File: config.mk
export PLATFORM = sky130hd
export DESIGN_NAME = gap_reduce
export DESIGN_NICKNAME = d
export VERILOG_FILES = /design/src/sv/gap_pkg.sv /design/src/sv/gap_reduce.sv
export SDC_FILE = /design/constraint.sdc
export NUM_CORES = 2
export LEC_CHECK = 0
export BUFFER_PORTS_ARGS = -buffer_cell sky130_fd_sc_hd__buf_4
export CAP_MARGIN = 20
export CORE_MARGIN = 5
export CORE_UTILIZATION = 55
export DETAILED_ROUTE_END_ITERATION = 12
export PLACE_DENSITY_LB_ADDON = 0.2
export SYNTH_ARGS = -nofsm -noshare
export SYNTH_HDL_FRONTEND = slang
export SYNTH_SLANG_ARGS = --single-unit
export TNS_END_PERCENT = 100
File: constraint.sdc
create_clock -name clk -period 26.9 [get_ports clk]
set_clock_uncertainty 0.2 [all_clocks]
set_input_delay 2.69 -clock clk [delete_from_list [all_inputs] [get_ports clk]]
set_output_delay 2.69 -clock clk [all_outputs]
set_load 0.02 [all_outputs]
File: src/sv/gap_pkg.sv
`timescale 1ns / 1ps
`default_nettype none

package gap_pkg;

	localparam int unsigned LANES = 8;

	localparam logic [15:0] HALF_QNAN = 16'h7E00;
	localparam logic [14:0] HALF_INF_MAG = 15'h7C00;

	typedef logic [15:0] half_t;
	typedef logic [LANES-1:0][15:0] vec8_t;

	typedef struct packed {
		logic [15:0] lane0;
		logic [15:0] lane1;
		logic [15:0] lane2;
		logic [15:0] lane3;
		logic [15:0] lane4;
		logic [15:0] lane5;
		logic [15:0] lane6;
		logic [15:0] lane7;
	} vec_in_t;

	typedef struct packed {
		logic [15:0] average;
		logic        last_channel;
	} res_out_t;

	typedef struct packed {
		logic [15:0] element_count;
		logic [15:0] scale_factor;
		logic [15:0] clamp_low;
		logic [15:0] clamp_high;
		logic [15:0] channel_count;
	} cfg_t;

	typedef enum logic [2:0] {
		CFG_ELEMENT_COUNT = 3'd0,
		CFG_SCALE_FACTOR  = 3'd1,
		CFG_CLAMP_LOW     = 3'd2,
		CFG_CLAMP_HIGH    = 3'd3,
		CFG_CHANNEL_COUNT = 3'd4
	} cfg_idx_t;

	// what a vector does on its way through the accumulator
	typedef enum logic [1:0] {
		K_HOLD   = 2'd0,
		K_PAIR_A = 2'd1,
		K_PAIR_B = 2'd2,
		K_SINGLE = 2'd3
	} acc_kind_t;

	function automatic logic h_isnan(input logic [15:0] h);
		return (h[14:10] == 5'h1F) && (h[9:0] != 10'd0);
	endfunction

	function automatic logic h_isinf(input logic [15:0] h);
		return h[14:0] == HALF_INF_MAG;
	endfunction

	function automatic logic h_iszero(input logic [15:0] h);
		return h[14:0] == 15'd0;
	endfunction

	function automatic logic [4:0] lzc14(input logic [13:0] v);
		logic [4:0] z;
		logic       found;
		z = 5'd14;
		found = 1'b0;
		for (int i = 13; i >= 0; i--) begin
			if (!found && v[i]) begin
				z = 5'(13 - i);
				found = 1'b1;
			end
		end
		return z;
	endfunction

	function automatic logic [4:0] lzc22(input logic [21:0] v);
		logic [4:0] z;
		logic       found;
		z = 5'd22;
		found = 1'b0;
		for (int i = 21; i >= 0; i--) begin
			if (!found && v[i]) begin
				z = 5'(21 - i);
				found = 1'b1;
			end
		end
		return z;
	endfunction

	// binary16 add, round to nearest even, 3 extra bits (guard, round, sticky)
	function automatic logic [15:0] h_add(input logic [15:0] a, input logic [15:0] b);
		logic [15:0] x;
		logic [15:0] y;
		logic [4:0]  ex;
		logic [4:0]  ey;
		logic [10:0] mx;
		logic [10:0] my;
		logic [4:0]  d;
		logic [13:0] xe;
		logic [27:0] yw;
		logic [13:0] ysh;
		logic [14:0] s;
		logic [13:0] n;
		logic [5:0]  e;
		logic [4:0]  z;
		logic [4:0]  sh;
		logic        rnd;
		logic [15:0] pk;
		logic [15:0] r;
		r = 16'd0;
		if (h_isnan(a) || h_isnan(b)) begin
			r = HALF_QNAN;
		end else if (h_isinf(a)) begin
			r = (h_isinf(b) && (a[15] != b[15])) ? HALF_QNAN : a;
		end else if (h_isinf(b)) begin
			r = b;
		end else if (h_iszero(a) && h_iszero(b)) begin
			r = {a[15] & b[15], 15'd0};
		end else begin
			if (a[14:0] >= b[14:0]) begin
				x = a;
				y = b;
			end else begin
				x = b;
				y = a;
			end
			ex = (x[14:10] == 5'd0) ? 5'd1 : x[14:10];
			ey = (y[14:10] == 5'd0) ? 5'd1 : y[14:10];
			mx = {x[14:10] != 5'd0, x[9:0]};
			my = {y[14:10] != 5'd0, y[9:0]};
			d = ex - ey;
			xe = {mx, 3'b000};
			if (d >= 5'd15) begin
				ysh = {13'd0, my != 11'd0};
			end else begin
				yw = {my, 17'd0} >> d;
				ysh = yw[27:14] | {13'd0, yw[13:0] != 14'd0};
			end
			if (x[15] ^ y[15]) begin
				s = {1'b0, xe} - {1'b0, ysh};
			end else begin
				s = {1'b0, xe} + {1'b0, ysh};
			end
			if (s == 15'd0) begin
				r = 16'd0;
			end else begin
				e = {1'b0, ex};
				if (s[14]) begin
					n = s[14:1] | {13'd0, s[0]};
					e = e + 6'd1;
				end else begin
					z = lzc14(s[13:0]);
					sh = (z > (ex - 5'd1)) ? (ex - 5'd1) : z;
					n = s[13:0] << sh;
					e = e - {1'b0, sh};
				end
				rnd = n[2] & (n[1] | n[0] | n[3]);
				if (e >= 6'd31) begin
					r = {x[15], HALF_INF_MAG};
				end else begin
					pk = {1'b0, (n[13] ? e[4:0] : 5'd0), n[12:3]} + {15'd0, rnd};
					r = {x[15], pk[14:0]};
				end
			end
		end
		return r;
	endfunction

	function automatic logic [15:0] h_mul(input logic [15:0] a, input logic [15:0] b);
		logic        sg;
		logic [4:0]  ea;
		logic [4:0]  eb;
		logic [10:0] ma;
		logic [10:0] mb;
		logic [21:0] p;
		logic [4:0]  z;
		logic [21:0] q;
		logic signed [7:0] e;
		logic [6:0]  sh;
		logic [44:0] w;
		logic [21:0] n;
		logic        st;
		logic        rnd;
		logic [15:0] pk;
		logic [15:0] r;
		sg = a[15] ^ b[15];
		r = 16'd0;
		if (h_isnan(a) || h_isnan(b)) begin
			r = HALF_QNAN;
		end else if (h_isinf(a) || h_isinf(b)) begin
			r = (h_iszero(a) || h_iszero(b)) ? HALF_QNAN : {sg, HALF_INF_MAG};
		end else if (h_iszero(a) || h_iszero(b)) begin
			r = {sg, 15'd0};
		end else begin
			ea = (a[14:10] == 5'd0) ? 5'd1 : a[14:10];
			eb = (b[14:10] == 5'd0) ? 5'd1 : b[14:10];
			ma = {a[14:10] != 5'd0, a[9:0]};
			mb = {b[14:10] != 5'd0, b[9:0]};
			p = ma * mb;
			z = lzc22(p);
			q = p << z;
			e = $signed({3'b000, ea}) + $signed({3'b000, eb}) - 8'sd14
				- $signed({3'b000, z});
			if (e >= 8'sd31) begin
				r = {sg, HALF_INF_MAG};
			end else begin
				n = q;
				st = 1'b0;
				if (e < 8'sd1) begin
					sh = 7'(8'sd1 - e);
					if (sh >= 7'd23) begin
						n = 22'd0;
						st = 1'b1;
					end else begin
						w = {q, 23'd0} >> sh;
						n = w[44:23];
						st = w[22:0] != 23'd0;
					end
				end
				st = st | (n[9:0] != 10'd0);
				rnd = n[10] & (st | n[11]);
				pk = {1'b0, ((e >= 8'sd1) ? e[4:0] : 5'd0), n[20:11]} + {15'd0, rnd};
				r = {sg, pk[14:0]};
			end
		end
		return r;
	endfunction

	function automatic logic signed [16:0] h_key(input logic [15:0] h);
		return h[15] ? -$signed({2'b00, h[14:0]}) : $signed({2'b00, h[14:0]});
	endfunction

	function automatic logic [15:0] h_max(input logic [15:0] a, input logic [15:0] b);
		if (h_isnan(a) || h_isnan(b)) return HALF_QNAN;
		if (h_iszero(a) && h_iszero(b)) return a & b;
		return (h_key(a) >= h_key(b)) ? a : b;
	endfunction

	function automatic logic [15:0] h_min(input logic [15:0] a, input logic [15:0] b);
		if (h_isnan(a) || h_isnan(b)) return HALF_QNAN;
		if (h_iszero(a) && h_iszero(b)) return a | b;
		return (h_key(a) <= h_key(b)) ? a : b;
	endfunction

endpackage

`default_nettype wire

File: src/sv/gap_reduce.sv
`timescale 1ns / 1ps
`default_nettype none

module gap_reduce (
	input  wire logic             clk,
	input  wire logic             arst_n,
	input  wire logic             advance,
	input  wire gap_pkg::vec8_t   red_s3,
	input  wire logic             red_valid_s3,
	input  wire logic             red_last_s3,
	input  wire gap_pkg::cfg_t    cfg,
	output gap_pkg::res_out_t     res_q,
	output logic                  res_valid_q
);

	logic [3:0][15:0] r4_s4;
	logic [1:0][15:0] r2_s5;
	logic [15:0]      sum_s6;
	logic [15:0]      prod_s7;
	logic             valid_s4;
	logic             valid_s5;
	logic             valid_s6;
	logic             valid_s7;
	logic             last_s4;
	logic             last_s5;
	logic             last_s6;
	logic             last_s7;

	always_ff @(posedge clk or negedge arst_n) begin
		if (!arst_n) begin
			valid_s4 <= 1'b0;
			valid_s5 <= 1'b0;
			valid_s6 <= 1'b0;
			valid_s7 <= 1'b0;
			res_valid_q <= 1'b0;
		end else if (advance) begin
			valid_s4 <= red_valid_s3;
			valid_s5 <= valid_s4;
			valid_s6 <= valid_s5;
			valid_s7 <= valid_s6;
			res_valid_q <= valid_s7;
		end
	end

	always_ff @(posedge clk) begin
		if (advance) begin
			for (int i = 0; i < 4; i++) begin
				r4_s4[i] <= gap_pkg::h_add(red_s3[2*i], red_s3[2*i+1]);
			end
			r2_s5[0] <= gap_pkg::h_add(r4_s4[0], r4_s4[1]);
			r2_s5[1] <= gap_pkg::h_add(r4_s4[2], r4_s4[3]);
			sum_s6 <= gap_pkg::h_add(r2_s5[0], r2_s5[1]);
			prod_s7 <= gap_pkg::h_mul(sum_s6, cfg.scale_factor);
			res_q.average <= gap_pkg::h_min(gap_pkg::h_max(prod_s7, cfg.clamp_low),
				cfg.clamp_high);
			last_s4 <= red_last_s3;
			last_s5 <= last_s4;
			last_s6 <= last_s5;
			last_s7 <= last_s6;
			res_q.last_channel <= last_s7;
		end
	end

endmodule

`default_nettype wire

# == Word level (Yosys, flattened, before mapping) ==
# Index checks and enable logic that the tools add are counted.
# word_totals
input_bits,213
elab_cells,1981
out_inout_bits,18
ff_bits,154
# classes
n_eq_ne,43
n_shift,16
multipliers,1
n_addsub,58
reduce_logical,367
magnitude_cmp,34
muxes,1388
bitwise_logic,55
# op_table
op,n
two-way mux 16 bit,132
two-way mux 14 bit,91
two-way mux 5 bit,197
two-way mux 1 bit,850
two-way mux 15 bit,51
zero test 15 bit,27
two-way mux 6 bit,49
"equality test 15 bit, second input constant",16
nonzero test 10 bit,21
bitwise OR 14 x 1 -> 14 bit,14
right shift 28 x 5 -> 28 bit,7
logical AND 1 bit,148
two-way mux 21 bit,7
adder 15 x 1 -> 15 bit,8
zero test 1 bit,112
adder 14 x 14 -> 15 bit,7
>= comparator 15 bit,7
subtractor 14 x 14 -> 15 bit,7
"equality test 5 bit, second input constant",20
nonzero test 14 bit,7
<< shifter 14 x 5 -> 14 bit,7
zero test 5 bit,16
nonzero test 5 bit,16
nonzero test 11 bit,7
other kinds (31),138

# == Depth between registers and ports, before layout ==
# logic_depth
depth_word,183
depth_mapped,72
ltp_nobuf,65

# == Least setup slack after synthesis ==
# OpenSTA, ideal clock, no wires.
# synth_path
path_type,input -> register
startpoint,input port red_s3[58] in the netlist's numbering
endpoint,"register r4_s4[20] in the netlist's numbering, data pin"
slack_ns,11.534
setup_time_ns,0.268
n_path_buf,8
t_arrival_ns,14.899
required_time_ns,26.432
stages,66
path_cell_list,inv_1 -> ha_1 -> a21oi_1 -> o21ai_1 -> a2111o_1 -> buf_6 -> nor2_2 -> clkbuf_1 -> o21ai_0 -> and3_1 -> and2_1 -> nand2_1 -> nand2_1 -> inv_1 -> ha_1 -> inv_1 -> ha_1 -> clkbuf_1 -> (+30 left out) -> o221ai_1 -> nor2_1 -> a21oi_1 -> buf_2 -> buf_2 -> ha_1 -> xnor2_1 -> nor2_1 -> ha_1 -> o21ai_0 -> o31ai_1 -> xor2_1 -> nand2_1 -> o21ai_0 -> nor2b_1 -> nand2b_1 -> clkbuf_1 -> nor3b_1
# synth_via
elab_chain_len,183
word_cells_on_any_way,231
classes_between,7 x add/sub; 4 x order compare; 2 x eq/ne; 2 x shift; 172 x mux; 6 x bitwise; 38 x reduce/logical
# synth_lines
element,line,source
from (decl),gap_reduce.sv:8,"input wire gap_pkg::vec8_t red_s3,"
>= comparator 15 bit,gap_pkg.sv:124,if (a[14:0] >= b[14:0]) begin
two-way mux 16 bit,gap_pkg.sv:124,
two-way mux 16 bit,gap_pkg.sv:121,end else if (h_iszero(a) && h_iszero(b)) begin
two-way mux 16 bit,gap_pkg.sv:119,end else if (h_isinf(b)) begin
two-way mux 16 bit,gap_pkg.sv:117,end else if (h_isinf(a)) begin
two-way mux 16 bit,gap_pkg.sv:115,if (h_isnan(a) || h_isnan(b)) begin
two-way mux 16 bit,gap_reduce.sv:46,if (advance) begin
zero test 5 bit (on tied branches),"gap_pkg.sv:131, gap_pkg.sv:132",
(+166 left out),-,
bitwise OR 1 bit (2 in a row),gap_pkg.sv:161,rnd = n[2] & (n[1] | n[0] | n[3]);
bitwise AND 1 bit,gap_pkg.sv:161,
adder 15 x 1 -> 15 bit,gap_pkg.sv:165,"pk = {1'b0, (n[13] ? e[4:0] : 5'd0), n[12:3]} + {15'd0, rnd};"
two-way mux 15 bit,gap_pkg.sv:162,if (e >= 6'd31) begin
two-way mux 16 bit,gap_pkg.sv:148,if (s == 15'd0) begin
two-way mux 16 bit,gap_pkg.sv:121,
two-way mux 16 bit,gap_pkg.sv:119,
two-way mux 16 bit,gap_pkg.sv:117,
"to (signal, indexed assignment)",gap_reduce.sv:48,"r4_s4[i] <= gap_pkg::h_add(red_s3[2*i], red_s3[2*i+1]);"
to (decl),gap_reduce.sv:16,logic [3:0][15:0] r4_s4;
# Several ways; a longest one is shown, not always the timed one. The select of a mux whose other input is x is not followed.
# A chain may end at the register's enable or synchronous reset.

# == Worst setup path in the final report ==
# layout_path
startpoint,input port red_s3[26] in the netlist's numbering
endpoint,"register r4_s4[7] in the netlist's numbering, data pin"
# The elaborated chain is that of the path after synthesis.

==> flow_summary_export.csv <==
group,metric,value,unit
cells_and_area,num-fill-cells,9556,
worst_setup_path,cp.arrival,18.02,ns
grt,grt_max_degree,81,
synth,syn_avg_cell_area,7.032,um2
grt,top_usage_layer,"met2",
route,via_count,60208,
status,outcome,"complete, no violations",
cells_and_area,area_growth_syn_to_layout,5.001,%
timing,tightestPinTransition,1.135,ns
cells_and_area,multi_input_area,46130,um2
floorplan,die_area,105200,um2
synth,synth-async-reset-ratio,3.247,%
timing,slew_headroom,24.31,%
timing,setup_violations,0,
synth,synthesis.area,54340,um2
cells_and_area,fin_cells,8949,
floorplan,core-area,98280,um2
clock_tree,numCtsBuffers,17,
grt,grt_use_met2,54.51,%
timing,clock.fmax,0.05591,GHz
route,postRouteAntennaNets,0,
timing,setup_tns,0,ns
floorplan,rows,115,
cells_and_area,num_antenna_cells,0,
cells_and_area,seq_area,4599,um2
grt,grt_pass1_vias,55645,
synth,ys_seq_area_share,8.464,%
route,vias_per_cell,6.728,
route,drt-pass1-iter-count,8,
synth,synthSimpleGateAreaFrac,26.70,%
timing,fin_crit_sh,66.49,%
grt,grt_overflow_total,0,
grt,grt_pass1_wl,293.0,mm
clock_tree,cts_resized,0,
hold_path,worstHoldPathType,"reg2reg",
grt,grt.total_usage,32.61,%
timing,fin_crit,17.89,ns
synth,synthMuxAreaShare,7.603,%
worst_setup_path,required,27.04,ns
synth,synth_top_family_by_area,"compound AO/OA/AOI/OAI gates",
placed_design,placed_cells,8915,
worst_setup_path,cpMostUsedCell,"ha_1",
clock_tree,cts_tree,"yes",
route,drc_errors,0,
cells_and_area,mostFrequentLayoutCell,"nand2_1",
worst_setup_path,r2r_slack,11.22,ns
grt,grtUsageMet3,3.378,%
floorplan,initial_core_util,55.29,%
worst_setup_path,startpoint_type,"input port",
worst_setup_path,slowest_delay,0.81,ns
synth,yosys_warnings,0,
clock_tree,htreeDepth,4,
synth,synth.distinct_cells,134,
route,wirelength,182.6,mm
route,avgRoutedWirePerCell,20.40,um
grt,grtUsageMet1,44.21,%
placed_design,place_congestion,0.9854,
synth,yosys.area_share.xor_xnor,5.137,%
floorplan,die_x,324.3,um
cells_and_area,layout-drive-gt1-share,8.131,%
synth,synth_seq_cells,154,
placed_design,dpl.hpwl,145.7,mm
synth,synthCells,7728,
clock_tree,holdBufCountCts,0,
clock_tree,cts-root-buf,"clkbuf_16",
timing,slew_violations,0,
synth,synth-edff-count,149,
clock_tree,ctsLongestPathBuffers,2,
placed_design,port_buffers,198,
clock_tree,clock_sinks,154,
synth,synth_compound_area_share,30.74,%
grt,antenna_found_initial,0,
cells_and_area,nets,8446,
cells_and_area,final_cell_mix,"nand2_1 (837), nor2_1 (696), inv_1 (550), a21oi_1 (550), ha_1 (495)",
clock_tree,cts_setup_buffers,0,
timing,rsz0062_at_grt,"no",
route,drtIter0Drc,6510,
clock_tree,clk_pin_slew_worst_paths,0.08,ns
worst_setup_path,setup.worst_path.class,"in2reg",
synth,yosys_most_used_dff,"edfxtp_1",
timing,hold_viol_final,0,
worst_setup_path,crit_path_end_kind,"register",
floorplan,die_h,324.3,um
floorplan,pin_count,231,
run,max_cap_viol_count,0,
worst_setup_path,cp_slowest_cell,"ha_1",
worst_setup_path,cp_max_fo,37,
synth,syn_nets,8525,
clock_tree,clock_latency,0.51,ns
synth,synthAdderAreaFrac,14.68,%
## metrics by stage
stage	util [%]	setup slack (ns)	instance area (um2)	hold slack, ns
floorplan	-	11.53	54340	0.2003
detailed placement	57.45	8.888	56460	0.2075
global route	58.06	7.771	57060	0.2331
CTS	58.03	9.343	57030	0.2261
finish	58.06	9.014	57060	0.2236
global placement	57.45	8.882	56460	0.2056
## path summary, 6_finish.rpt
kind | start | endpoint | cells past startpoint
setup reg to reg | r2_s5[27] | sum_s6[4] | 60
max in group asynchronous | arst_n | valid_s4 | 1
min in group asynchronous | arst_n | res_valid_q | 1
setup / recovery | red_s3[26] | r4_s4[7] | 55
hold / removal | last_s6 | last_s7 | 0
hold reg to reg | last_s6 | last_s7 | 0
## metal layers
| layer | wire length (um) | vias to the layer above |
|---|---|---|
| li1 | - | 28629 |
| met3 | 13400 | 433 |
| met2 | 84180 | 2781 |
| met4 | 6426 | 0 |
| met1 | 78590 | 28365 |
| met5 | 0 | - |
## synth_stat cells (89+ instances only)
master	count	area (um2)
a211oi_1	132	991.0
a21o_1	126	945.9
a21oi_1	551	2758
a31oi_1	104	650.6
and2_1	146	913.4
and3_1	98	613.1
clkbuf_1	291	1092
edfxtp_1	149	4474
fa_1	89	1782
ha_1	495	6193
inv_1	550	2064
mux2i_1	239	2392
nand2_1	837	3142
nand2b_1	99	619.3
nand3_1	245	1226
nand4_1	115	719.4
nor2_1	696	2613
nor3_1	243	1216
o211ai_1	107	803.3
o21ai_0	474	2372
xnor2_1	182	1594
xor2_1	133	1165
## cell type report
type | instances | share of cell area [%]
clock buffers | 18 | 0.7521
clock inverters | 14 | 0.2412
inverters | 574 | 3.783
multi-input cells | 6639 | 80.84
flip-flops and latches | 154 | 8.061
well taps | 1287 | 2.822
repair buffers | 263 | 3.498
## sequential cells by signal (all words and copies together), names as in the netlist
register and cells:
last_s7 1, valid_s4 1, res_q 17, valid_s6 1, res_valid_q 1, last_s4 1, valid_s5 1, r4_s4 64
sum_s6 16, r2_s5 32, last_s6 1, prod_s7 16, valid_s7 1, last_s5 1
## cell families after synthesis
family	Yosys count
AND/OR/NAND/NOR	2958
XOR/XNOR	317
adder cells (fa/ha/maj)	584
multiplexers	352
AO/OA/AOI/OAI	2428
buffers and inverters	935
flip-flops	154
## critical path, delay by kind of cell
family | cells | cell delay (ns)
adder cells (fa/ha/maj) | 7 | 2.57
AO/OA/AOI/OAI | 17 | 4.60
multiplexers | 1 | 0.48
XOR/XNOR | 3 | 0.48
buffers and inverters | 7 | 1.63
AND/OR/NAND/NOR | 20 | 5.52
Power is left out: the tool's default activity adds up to more than one toggle a clock period on the data nets, which glitch-free logic cannot reach.
